===== src/hw/rtl/wlc_pkg.sv =====
package wlc_pkg;

   typedef enum logic [1:0] {
      MODE_READ  = 2'd0,
      MODE_WRITE = 2'd1,
      MODE_INVAL = 2'd2,
      MODE_FLUSH = 2'd3
   } mode_type;

   typedef struct packed {
      mode_type    mode;
      logic [31:0] block_number;
   } req_type;

   typedef enum logic [2:0] {
      ST_IDLE,
      ST_SCAN,
      ST_DECIDE,
      ST_FLUSH,
      ST_COUNT,
      ST_EMIT
   } state_type;

   localparam logic [31:0] CNT_MAX = 32'hFFFF_FFFF;
   localparam int QUEUE_DEPTH = 2;
   localparam int RESULT_CAP = 32;

endpackage


===== src/hw/rtl/wlc_front.sv =====
module wlc_front (
   input  logic             clock,
   input  logic             reset,
   input  logic             req_valid,
   output logic             req_stall,
   input  logic [1:0]       req_mode,
   input  logic [31:0]      req_block_number,
   output logic             q_valid,
   output wlc_pkg::req_type q_item,
   input  logic             q_take
);

   wlc_pkg::req_type entry_ff [wlc_pkg::QUEUE_DEPTH];
   logic             rd_ptr_ff, rd_ptr_in;
   logic             wr_ptr_ff, wr_ptr_in;
   logic [1:0]       count_ff, count_in;
   logic             push, pop;

   assign req_stall = (count_ff == 2'(wlc_pkg::QUEUE_DEPTH));
   assign push      = req_valid && !req_stall;
   assign pop       = q_take && q_valid;
   assign q_valid   = (count_ff != 2'd0);
   assign q_item    = entry_ff[rd_ptr_ff];

   always_comb begin
      rd_ptr_in = rd_ptr_ff ^ pop;
      wr_ptr_in = wr_ptr_ff ^ push;
      count_in  = count_ff + 2'(push) - 2'(pop);
   end

   always_ff @(posedge clock) begin
      if (reset) begin
         rd_ptr_ff <= 1'b0;
         wr_ptr_ff <= 1'b0;
         count_ff  <= 2'd0;
      end else begin
         rd_ptr_ff <= rd_ptr_in;
         wr_ptr_ff <= wr_ptr_in;
         count_ff  <= count_in;
      end
   end

   always_ff @(posedge clock) begin
      if (push) begin
         entry_ff[wr_ptr_ff] <= '{mode: wlc_pkg::mode_type'(req_mode),
                                  block_number: req_block_number};
      end
   end

   property p_no_overflow;
      @(posedge clock) disable iff (reset) count_ff <= 2'(wlc_pkg::QUEUE_DEPTH);
   endproperty
   a_no_overflow: assert property (p_no_overflow) else $error("queue overflow");

   property p_pop_nonempty;
      @(posedge clock) disable iff (reset) pop |-> count_ff != 2'd0;
   endproperty
   a_pop_nonempty: assert property (p_pop_nonempty) else $error("pop when empty");

   property p_push_full;
      @(posedge clock) disable iff (reset)
         (count_ff == 2'(wlc_pkg::QUEUE_DEPTH) && !pop) |=> count_ff == 2'(wlc_pkg::QUEUE_DEPTH);
   endproperty
   a_push_full: assert property (p_push_full) else $error("full queue lost entry");

endmodule


===== config.mk =====
export PLATFORM = sky130hd
export DESIGN_NAME = wlc_front
export DESIGN_NICKNAME = d
export VERILOG_FILES = /design/src/hw/rtl/wlc_pkg.sv /design/src/hw/rtl/wlc_front.sv
export SDC_FILE = /design/constraint.sdc
export NUM_CORES = 1
export LEC_CHECK = 0
export ABC_CLOCK_PERIOD_IN_PS = 2200
export BUFFER_PORTS_ARGS = -buffer_cell sky130_fd_sc_hd__buf_4
export CORE_ASPECT_RATIO = 0.75
export CORE_MARGIN = 2
export CORE_UTILIZATION = 51
export CTS_CLUSTER_DIAMETER = 80
export DETAILED_ROUTE_END_ITERATION = 16
export PLACE_DENSITY = 0.75
export SLEW_MARGIN = 0
export SYNTH_ARGS = -nofsm -noshare
export SYNTH_HDL_FRONTEND = slang
export SYNTH_SLANG_ARGS = --single-unit
export TNS_END_PERCENT = 5

===== constraint.sdc =====
create_clock -name clock -period 2.2 [get_ports clock]
set_input_delay 0 -clock clock [delete_from_list [all_inputs] [get_ports clock]]
set_output_delay 0 -clock clock [all_outputs]
set_load 0.05 [all_outputs]

# Word-level counts from Yosys, hierarchy flattened

Memories as Yosys holds them, arrays and structs flattened. A register that Yosys moved wholly into a read port is not among the register bits.
Cells that the tools add are included.
Widths: inputs -> output; s select.

Add/sub/neg operators: 2
Equality and inequality tests: 1
Multiplexer cells: 3
Bitwise logic cells: 2
Reductions and logical operators: 4

Operator list:

| kind               | number |
|---|---|
| $mux 1             | 3 |
| $add 2x1->2        | 1 |
| $eq 2x2->1 const B | 1 |
| $logic_and 1x1->1  | 2 |
| $reduce_bool 2->1  | 1 |
| $sub 2x1->2        | 1 |
| $xor 1x1->1        | 2 |
| $logic_not 1->1    | 1 |

Register bits after elaboration: 4
RAM bits: 68
Input port bits: 38
Output and inout bits: 36
Word-level logic and storage cells: 16
Memories: 1

Memory list:

| memory   | words | width | read ports | clocked after Yosys merged registers in | wr ports | RTL line        | source |
|---|---|---|---|---|---|---|---|
| entry_ff | 2     | 34    | 1          | 1                                       | 1        | wlc_front.sv:13 | `wlc_pkg::req_type entry_ff [wlc_pkg::QUEUE_DEPTH];` |

# Logic depth before layout (Yosys ltp)

Gate-level depths: netlist (run 1).

Word-level depth: 5
Mapped depth: 7
Gate-level depth less buffers: 7

# Least setup slack after synthesis (run 1)

No wires, ideal clock.

Path kind: reg-to-reg
Start point: register count_ff[0]
End point: memory entry_ff[1][0] (netlist name) (enable)
Setup time: 0.394 ns
Data arrival time: 1.496 ns
Setup slack: 0.310 ns
Cell stages (with the launch flop): 4
Period minus slack after synthesis: 1.890 ns
Cell sequence: dfxtp_1 nand2b_1 and2_1 ha_1

Word-level cells in the longest chain between the ends: 5

RTL lines:

| what                         | RTL line        | source |
|---|---|---|
| from (decl)                  | wlc_front.sv:16 | `logic [1:0] count_ff, count_in;` |
| from (signal assigned)       | wlc_front.sv:39 | `count_ff <= count_in;` |
| $eq 2x2->1                   | wlc_front.sv:19 | `assign req_stall = (count_ff == 2'(wlc_pkg::QUEUE_DEPTH));` |
| $logic_not 1->1              | wlc_front.sv:20 | `assign push = req_valid && !req_stall;` |
| $logic_and 1x1->1            | wlc_front.sv:20 |  |
| $mux 1                       | wlc_front.sv:44 | `if (push) begin` |
| $mux 1 (implied by the code) | wlc_front.sv:45 | `entry_ff[wr_ptr_ff] <= '{mode: wlc_pkg::mode_type'(req_mode),` |
| to (decl)                    | wlc_front.sv:13 |  |

No other way between the ends.

==> summary.md, run 1 <==
| Metric | Value |
|---|---|
| Most frequent cells in the layout | buf_4 (76), edfxtp_1 (68), dlygate4sd3_1 (35), mux2_2 (33), clkbuf_8 (9) |
| 1st-iter DRT viols | slightly above 70 |
| Dpl ws | between 0.5 and 0.6 ns |
| Worst-Margin Slew | approximately 0.47 ns |
| Min Tclk post-route | approximately 1.7 ns |
| TNS Setup | 0 ns |
| Vias per cell | 4.716 |
| Sequential power share | 0.394 |
| Largest net degree at the start of global routing | 37 |
| Post-synthesis cell area | around 2700 um2 |
| P_sw | approximately 1.6 mW |
| Number of global-route vias before repair | between 1500 and 2000 |
| Pleak | around 1.5 nW |
| Crit path from | rd_ptr_ff$_SDFF_PP0_ |
| Logic gate share of total power | 0.375 |
| Worst-path clk slew | around 0.06 ns |
| Total number of vias | roughly 1500 |
| Final Setup Violations | 0 |
| Share of cells above drive strength 1 | 0.4921 |
| Worst hold path type | input port to register |
| Fin Clk Skew | 0.005400 ns |
| Drc violations | 0 |
| Sw frac | 0.3437 |
| P_int | ~3 mW |
| Avg Synthesized Cell Area | between 20 and 25 um2 |
| Die Y | about 67 um |
| Sequential cell area | ~2100 um2 |
| CTS tree | done |
| Worst EP arrival | between 1.5 and 2 ns |
| Layout Nets | about 290 |
| Max-cap violations | 0 |
| Worst setup EP type | output port |
| Synth Warn # | 0 |
| Number of synthesized register bits | 72 |
| Number of H-tree levels | 3 |
| Syn Nets | 171 |
| First-pass GRT wire length | 7.334 mm |
| Fin. Hold Viols | 0 |
| CP startpoint kind | register |
| Power per Cell Area | 1174 nW/um2 |
| Final GP Congestion | ~0.67 |
| Tot GR Track Use | 0.1763 |
| Ant. Diodes | 0 |
| Synthesis-to-finish area growth | 43.03% |
| Setup Buffers After CTS | 0 |
| Worst-skew pair later-pin latency | between 0.3 and 0.4 ns |
| I/O pins | 74 |
| Crit path kind | register to output port |
| Post-route ant nets | 0 |
| Clock Tree Buf Depth | 2 |
| Clk root buf | clkbuf_8 |
| I/O Buffers | 73 |
| First-pass DRT Iterations | 4 |
| Final Cycle Share | 0.7577 |
| Final Slew Violations | 0 |
| Clock Sinks | a little over 70 |
| Worst slew margin | 0.6841 |
| Placeable Area | between 5000 and 6000 um2 |
| Overflow after GRT | 0 |
| Clk pwr share | 0.231 |
| Sequential fraction of the synthesis area | 0.7830 |
| FF-to-FF Start | count_ff[0]$_SDFF_PP0_ |
| Fmax | between 500 and 600 MHz |
| DIE AREA | about 6000 um2 |
| Unrepaired setup endpoints after global routing | false |
| Crit Path Max Fanout | 36 |
| Routed wire length | 4.721 mm |
| Hold Path Origin | q_take |
| DR WL/cell | ~15 um |
| FILL cells | 278 |
| Die Wd | 88.18 um |
| Peak VDD IR | 709.0 uV |
| Setup ws final | ~0.53 ns |
| Starting Density | 0.5410 |
| Initial antenna violation count | 0 |
| Synth cell types | 16 |
| Post-DP HPWL | 2.884 mm |
| Status | complete, no violations |
| Worst Path Required | roughly 2.2 ns |
| Most common cell after layout, fill and taps aside | buf_4 |
| CTS Buf Count | 9 |
| Multi-input gate area | ~530 um2 |
| Cells after Synth | 129 |
| Total power | about 4.6 mW |
| Row Count | 22 |
==> per-layer routing <==
metal  routed length, um  vias to the layer above  track usage
li1                    -                      730            -
met1                1871                      737       0.1843
met2                2480                       55       0.3120
met3                 318                        6      0.09291
met4                  51                        0      0.05114
met5                   0                        -            0
==> cell families (layout without fill, tap and decap cells) <==
group | Yosys count | in the layout | share of synthesized area
buffers and inverters | 7 | 130 | 0.02216
flip-flops | 72 | 72 | 0.7830
XOR/XNOR | 1 | 1 | 0.008310
AO/OA/AOI/OAI | 1 | 1 | 0.002771
AND/OR/NAND/NOR | 9 | 9 | 0.01708
adder cells (fa/ha/maj) | 4 | 4 | 0.01847
multiplexers | 35 | 35 | 0.1482
==> worst max-delay path: stages (launching register included) <==
cell,delay (ns)
dfxtp_1,0.31
buf_4,0.40
mux2_2,0.41
buf_4,0.19
==> state kept, by name (all words and copies together), names as in the netlist <==
name	flops
entry_ff	68
count_ff	2
rd_ptr_ff	1
wr_ptr_ff	1
==> per-stage QoR <==
step / instance area, um2 / utilization / instances / hold WS [ns]
after floorplan: 2710 / - / 129 / 0.06669
after global placement: 3322 / 0.6631 / 273 / 0.1845
after detailed placement: 3322 / 0.6631 / 273 / 0.1879
after CTS: 3876 / 0.7737 / 324 / 0.07853
after global routing: 3876 / 0.7737 / 324 / 0.08044
final: 3876 / 0.7737 / 324 / 0.1001
==> final timing paths <==
check                                    to  slack, ns  cells after the start
hold / removal         rd_ptr_ff$_SDFF_PP0_       0.10                      3
hold reg to reg        wr_ptr_ff$_SDFF_PP0_       0.58                      3
setup / recovery                 q_item[26]       0.53                      3
setup reg to reg  entry_ff[1][33]$_DFFE_PP_       0.59                      4
==> power groups by stage <==
stage | logic [mW] | registers, mW | clock network, mW
global route | 1.80 | 1.81 | 1.14
finish | 1.71 | 1.79 | 1.05
CTS | 1.72 | 1.80 | 1.08
floorplan | 1.26 | 1.81 | 0
global placement | 1.64 | 1.81 | 0
detailed placement | 1.67 | 1.82 | 0
==> final cells by class <==
type / instances / share of cell area
clock buffers: 12 / 0.03486
flip-flops and latches: 72 / 0.5475
multi-input cells: 50 / 0.1362
well taps: 72 / 0.02324
repair buffers: 111 / 0.2376
clock inverters: 4 / 0.01775
inverters: 3 / 0.002905
==> synth_stat cells (all sizes together) <==
master,instances,area share
and2,1,0.0023
buf,4,0.018
dfxtp,4,0.030
edfxtp,68,0.75
ha,4,0.018
inv,3,0.0042
mux2,35,0.15
nand2,1,0.0014
nand2b,1,0.0023
nor2,3,0.0042
nor2b,2,0.0046
o21a,1,0.0028
or2,1,0.0023
xnor3,1,0.0083
==> what timing repair did <==
action | CTS | global route
resized for setup | 0 | 0
hold endpoints to repair | 71 | 0
hold buffers | 35 | 0
Power figures use the tool's default switching activity.
==> inputs of run 2 (changes only) <==
--- a/config.mk
+++ b/config.mk
@@ -5,14 +5,14 @@
 export SDC_FILE = /design/constraint.sdc
 export NUM_CORES = 1
 export LEC_CHECK = 0
-export ABC_CLOCK_PERIOD_IN_PS = 2200
+export ABC_CLOCK_PERIOD_IN_PS = 1330
 export BUFFER_PORTS_ARGS = -buffer_cell sky130_fd_sc_hd__buf_4
 export CORE_ASPECT_RATIO = 0.75
 export CORE_MARGIN = 2
-export CORE_UTILIZATION = 51
+export CORE_UTILIZATION = 46
 export CTS_CLUSTER_DIAMETER = 80
 export DETAILED_ROUTE_END_ITERATION = 16
-export PLACE_DENSITY = 0.75
+export PLACE_DENSITY = 0.71
 export SLEW_MARGIN = 0
 export SYNTH_ARGS = -nofsm -noshare
 export SYNTH_HDL_FRONTEND = slang
==> constraint.sdc (replaced) <==
create_clock -name clock -period 1.33 [get_ports clock]
set_input_delay 0 -clock clock [delete_from_list [all_inputs] [get_ports clock]]
set_output_delay 0 -clock clock [all_outputs]
set_load 0.05 [all_outputs]
==> run 2 against run 1 <==
Net effect: the flow now finishes with violations (setup timing); count of clock-buffer cells in the layout fell by 2; register-to-register slack worse by 0.72 ns; worst hold slack improved by 0.038 ns; critical endpoint is now count_ff[1]$_SDFF_PP0_; largest cell class unchanged; largest power group is now combinational cells; global-route usage decreased by 1.3 points; design area rose by 9.3%; setup slack worse by 0.67 ns; die area up 10%; highest routed layer unchanged; via count is 3.3% higher; combinational power grew 110%; critical path type is now register to register.
==> summary.md, run 2 (synthesis gave the netlist of run 1 again) <==
| Metric | Value |
|---|---|
| Crit path from | count_ff[1]$_SDFF_PP0_ |
| Number of H-tree levels | 3 |
| Vias per cell | ~4.7 |
| Pleak | ~1.7 nW |
| Hold Path Origin | req_valid |
| Crit path kind | register to register |
| Largest net degree at the start of global routing | 23 |
| Min Tclk post-route | approximately 1.5 ns |
| Flop-to-flop setup slack | -0.13 ns |
| Share of cells above drive strength 1 | 0.5349 |
| Initial antenna violation count | 0 |
| Most frequent cells in the layout | edfxtp_1 (68), buf_4 (40), dlygate4sd3_1 (35), buf_6 (32), mux2_4 (18) |
| Clk root buf | clkbuf_8 |
| Ant. Diodes | 0 |
| TNS Setup | -2.963 ns |
| Layout Nets | between 200 and 300 |
| Drc violations | 0 |
| Status | complete, but fails checks |
| Unrepaired setup endpoints after global routing | true |
| Tot GR Track Use | 0.1638 |
| Total number of vias | around 1600 |
| Worst reg-to-reg path cell count | 6 |
| RR Endpoint | count_ff[1]$_SDFF_PP0_ |
| Power per Cell Area | between 1500 and 2000 nW/um2 |
| Fin Clk Skew | 0.007823 ns |
| I/O pins | 74 |
| Final Cycle Share | 1.100 |
| Setup ws final | -0.1329 ns |
| Most common cell after layout, fill and taps aside | edfxtp_1 |
| Post-route ant nets | 0 |
| Hold Path Depth | 4 |
| Worst-Margin Slew | ~0.14 ns |
| FF-to-FF Start | count_ff[1]$_SDFF_PP0_ |
| CTS Buf Count | 9 |
| Clock Sinks | 72 |
| Top flop regs | entry_ff: 68 flops, count_ff: 2 flops |
| Max-cap violations | 0 |
| Worst hold path type | input port to register |
| Row Count | 24 |
| Largest Register | entry_ff |
| Worst Path Required | between 1.5 and 2 ns |
| Worst-skew pair later-pin latency | 0.34 ns |
| 1st-iter DRT viols | 98 |
| Worst Hold End | wr_ptr_ff$_SDFF_PP0_ |
| Fin. Hold Viols | 0 |
| Routed wire length | ~5.2 mm |
| Die Wd | approximately 90 um |
| Worst EP arrival | around 1.7 ns |
| CP startpoint kind | register |
| Worst setup EP type | register |
| I/O Buffers | 73 |
| Clock Tree Buf Depth | 2 |
| Max reg flops | between 60 and 70 |
| Final GP Congestion | around 0.65 |
| Starting Density | 0.4701 |
| CTS tree | done |
| Final Setup Violations | 36 |
| Synthesis-to-finish area growth | 56.28% |
| DIE AREA | between 6000 and 7000 um2 |
| Number of global-route vias before repair | between 1500 and 2000 |
| First-pass DRT Iterations | 3 |
| Worst-path clk slew | roughly 0.070 ns |
| Post-DP HPWL | 3.250 mm |
| Peak VDD IR | around 1200 uV |
| Overflow after GRT | 0 |
| Failing checks | setup timing |
| Placeable Area | a little under 6000 um2 |
| First-pass GRT wire length | 7.776 mm |
| Die Y | between 70 and 80 um |
| Final Slew Violations | 0 |
| Worst slew margin | 0.9033 |
| Crit Path Max Fanout | 4 |
| Fmax | between 600 and 700 MHz |
| Hold Slack | 0.1381 ns |
| DR WL/cell | around 16 um |
run 2: layout make-up:
cell class | instances | area [um2]
fill | 334 | 1530
clock buffer | 10 | 127.6
tap | 78 | 97.59
sequential | 72 | 2128
timing repair buffer | 117 | 1211
inverter | 3 | 11.26
multi-input combinational | 50 | 623.1
clock inverter | 6 | 36.28
run 2: worst max-delay path by stage:
stage / endpoint / depth (start not counted) / slack, ns
after floorplan: count_ff[1]$_SDFF_PP0_ / 6 / 0.006
after global placement: count_ff[1]$_SDFF_PP0_ / 6 / -0.001
after detailed placement: count_ff[1]$_SDFF_PP0_ / 6 / -0.07
after CTS: q_item[30] / 3 / -0.14
after global routing: count_ff[1]$_SDFF_PP0_ / 6 / -0.21
final: count_ff[1]$_SDFF_PP0_ / 6 / -0.13
run 2: per-layer routing:
| metal | wire (um) | track usage |
|---|---|---|
| met1 | 2093 | 0.1789 |
| met2 | 2716 | 0.2887 |
| met3 | 306 | 0.06472 |
| met4 | 93 | 0.06046 |
| met5 | 0 | 0 |
run 2: where the power goes:
group          internal (mW)  total, mW  switching, mW
clock network          0.662       1.40          0.734
logic                   1.58       3.55           1.96
registers               2.89       3.02          0.135
run 2: per-stage QoR:
| step | setup WS, ns | cell area (um2) | cells | utilization | power [mW] |
|---|---|---|---|---|---|
| floorplan | 0.006072 | 2746 | 129 | - | 5.132 |
| global placement | -0.001480 | 3460 | 283 | 0.6000 | 5.938 |
| detailed placement | -0.07335 | 3460 | 283 | 0.6000 | 6.025 |
| CTS | -0.1360 | 4114 | 334 | 0.7135 | 7.777 |
| global route | -0.2067 | 4235 | 336 | 0.7346 | 8.286 |
| finish | -0.1329 | 4235 | 336 | 0.7346 | 7.965 |
run 2: worst max-delay path: stages, from the launching register on:
cell and delay [ns]:
dfxtp_2 0.35, o21a_1 0.21, ha_1 0.30, inv_1 0.07
ha_1 0.14, xnor3_1 0.20, nor2_1 0.12
run 2: timing repair:
item	in CTS	in global routing
setup endpoints to repair	36	50
resized for setup	38	19
pin swaps	0	2
hold endpoints to repair	71	0
cloned	0	2
hold buffers	35	0
setup buffers	0	0
==> inputs of run 3 (changes only) <==
--- a/config.mk
+++ b/config.mk
@@ -13,6 +13,7 @@
 export CTS_CLUSTER_DIAMETER = 80
 export DETAILED_ROUTE_END_ITERATION = 16
 export PLACE_DENSITY = 0.71
+export REMOVE_ABC_BUFFERS = 1
 export SLEW_MARGIN = 0
 export SYNTH_ARGS = -nofsm -noshare
 export SYNTH_HDL_FRONTEND = slang
==> run 3 against run 2 <==
Net effect: the flow still finishes with violations (setup timing); via count down 0.32%; sequential share of layout area down 0.19 points; clock skew down 0.0021 ns; first-iteration DRC count down 23%; total power up 6.5%; critical path type is now register to output port; critical endpoint is now q_item[31]; largest power group unchanged.
==> summary.md, run 3 (synthesis gave the netlist of run 1 again) <==
| Metric | Value |
|---|---|
| GRT Max-Usage Layer | met2 |
| First-pass DRT Iterations | 4 |
| Row Count | 24 |
| CP startpoint kind | register |
| Delay-heaviest family, CP | flip-flops |
| Failing checks | setup timing |
| Unrepaired setup endpoints after global routing | true |
| Die Y | between 70 and 80 um |
| Max reg flops | 68 |
| Drc violations | 0 |
| Fin cells | around 340 |
| Cell chain of the critical path | clkbuf_16 -> mux2_2 -> buf_6 |
| Largest Register | entry_ff |
| Met2 usage | 0.2912 |
| Synthesis-to-finish area growth | 57.06% |
| Dpl cell area | around 3400 um2 |
| Final Setup Violations | 36 |
| First-pass GRT wire length | approximately 8 mm |
| Sequential cell area | 2131 um2 |
| Fmax | 698.5 MHz |
| Clk root buf | clkbuf_8 |
| Worst hold path type | input port to register |
| Min Tclk post-route | between 1 and 1.5 ns |
| Share of cells above drive strength 1 | 0.5426 |
| CTS Buf Count | 9 |
| Dpl ws | -0.04634 ns |
| Initial antenna violation count | 0 |
| Worst setup EP type | output port |
| Peak VDD IR | 1397 uV |
| I/O Buffers | 73 |
| Layout Nets | a little under 300 |
| Most common cell after layout, fill and taps aside | edfxtp_1 |
| 1st-iter DRT viols | 75 |
| Tot GR Track Use | 0.1687 |
| Total number of vias | ~1600 |
| Worst-skew pair later-pin latency | between 0.3 and 0.4 ns |
| Status | complete, but fails checks |
| Largest net degree at the start of global routing | 27 |
| FILL cells | between 300 and 400 |
| Max-cap violations | 0 |
| Total power | between 8 and 9 mW |
| Final GP Congestion | between 0.6 and 0.7 |
| Ant. Diodes | 0 |
| Top flop regs | entry_ff: 68 flops, count_ff: 2 flops |
| Worst-path clk slew | 0.06 ns |
| Worst EP arrival | 1.43 ns |
| Final Slew Violations | 0 |
| DIE AREA | roughly 6500 um2 |
| Vias per cell | roughly 4.7 |
| Hold Slack | 0.06830 ns |
| Setup ws final | -0.1016 ns |
| DR WL/cell | between 15 and 20 um |
| Routed wire length | approximately 5.4 mm |
| Crit path kind | register to output port |
| Critical Path Max Stage Delay | 0.40 ns |
| Clock Sinks | between 70 and 80 |
| Fin Clk Skew | 0.005723 ns |
| Die Wd | around 90 um |
| Multi-input gate area | between 600 and 700 um2 |
| Pleak | around 1.7 nW |
| Final Cycle Share | 1.076 |
| # placed instances | approximately 280 |
| Placeable Area | 5766 um2 |
| Fin. Hold Viols | 0 |
| Number of global-route vias before repair | roughly 1700 |
| TNS Setup | -2.186 ns |
| I/O pins | 74 |
| Crit Path Max Fanout | 13 |
| Starting Density | 0.4701 |
| Clock Tree Buf Depth | 2 |
| Post-route ant nets | 0 |
| CP max-delay cell | dfxtp_4 |
| Power per Cell Area | around 2000 nW/um2 |
| Cell area after layout | 4257 um2 |
| Worst Path Required | about 1.3 ns |
| GRT met1 Usage | 0.1825 |
| CTS tree | done |
| Number of H-tree levels | 3 |
| Critical path buffer and inverter count | 2 |
| Final core occ | 0.7383 |
| Most frequent cells in the layout | edfxtp_1 (68), buf_4 (43), dlygate4sd3_1 (35), buf_6 (34), mux2_4 (22) |
| Met3 usage | 0.07443 |
| Post-DP HPWL | between 3 and 4 mm |
| Worst slew margin | 0.8931 |
| Worst-Margin Slew | around 0.16 ns |
| Overflow after GRT | 0 |
==> run 3: power breakdown <==
part | switching, mW | internal, mW | leakage (nW)
combinational | 1.95 | 1.50 | 0.899
clock | 0.762 | 1.25 | 0.117
sequential | 0.126 | 2.89 | 0.670
total | 2.84 | 5.64 | 1.69
==> run 3: layer usage <==
| layer | part of all wire | wire length, um |
|---|---|---|
| met4 | 0.013 | 70 |
| met5 | 0 | 0 |
| met2 | 0.53 | 2884 |
| met1 | 0.39 | 2097 |
| met3 | 0.072 | 394 |
==> run 3: path summary, 6_finish.rpt <==
path / start / to / slack, ns / depth (start not counted)
max: rd_ptr_ff$_SDFF_PP0_ / q_item[31] / -0.10 / 3
min: q_take / rd_ptr_ff$_SDFF_PP0_ / 0.07 / 3
max reg2reg: count_ff[1]$_SDFF_PP0_ / count_ff[1]$_SDFF_PP0_ / -0.05 / 6
min reg2reg: wr_ptr_ff$_SDFF_PP0_ / wr_ptr_ff$_SDFF_PP0_ / 0.60 / 3
==> run 3: worst min-delay path, stage by stage <==
cell,delay [ns]
buf_4,0.08
o21a_1,0.14
mux2_2,0.15
==> run 3: cell type report <==
cell class / count / area share
clock inverters: 7 / 0.02792
well taps: 78 / 0.02293
inverters: 3 / 0.002646
flip-flops and latches: 72 / 0.5006
clock buffers: 9 / 0.02910
repair buffers: 117 / 0.2716
multi-input cells: 50 / 0.1452
==> run 3: what timing repair did <==
item / 4_1_cts / 5_1_grt
hold buffers: 35 / 0
setup endpoints to repair: 104 / 104
gates cloned: 0 / 1
endpoints found under the hold margin: 71 / 0
pin swaps: 1 / 1
gates resized for setup: 34 / 30
setup buffers: 0 / 1
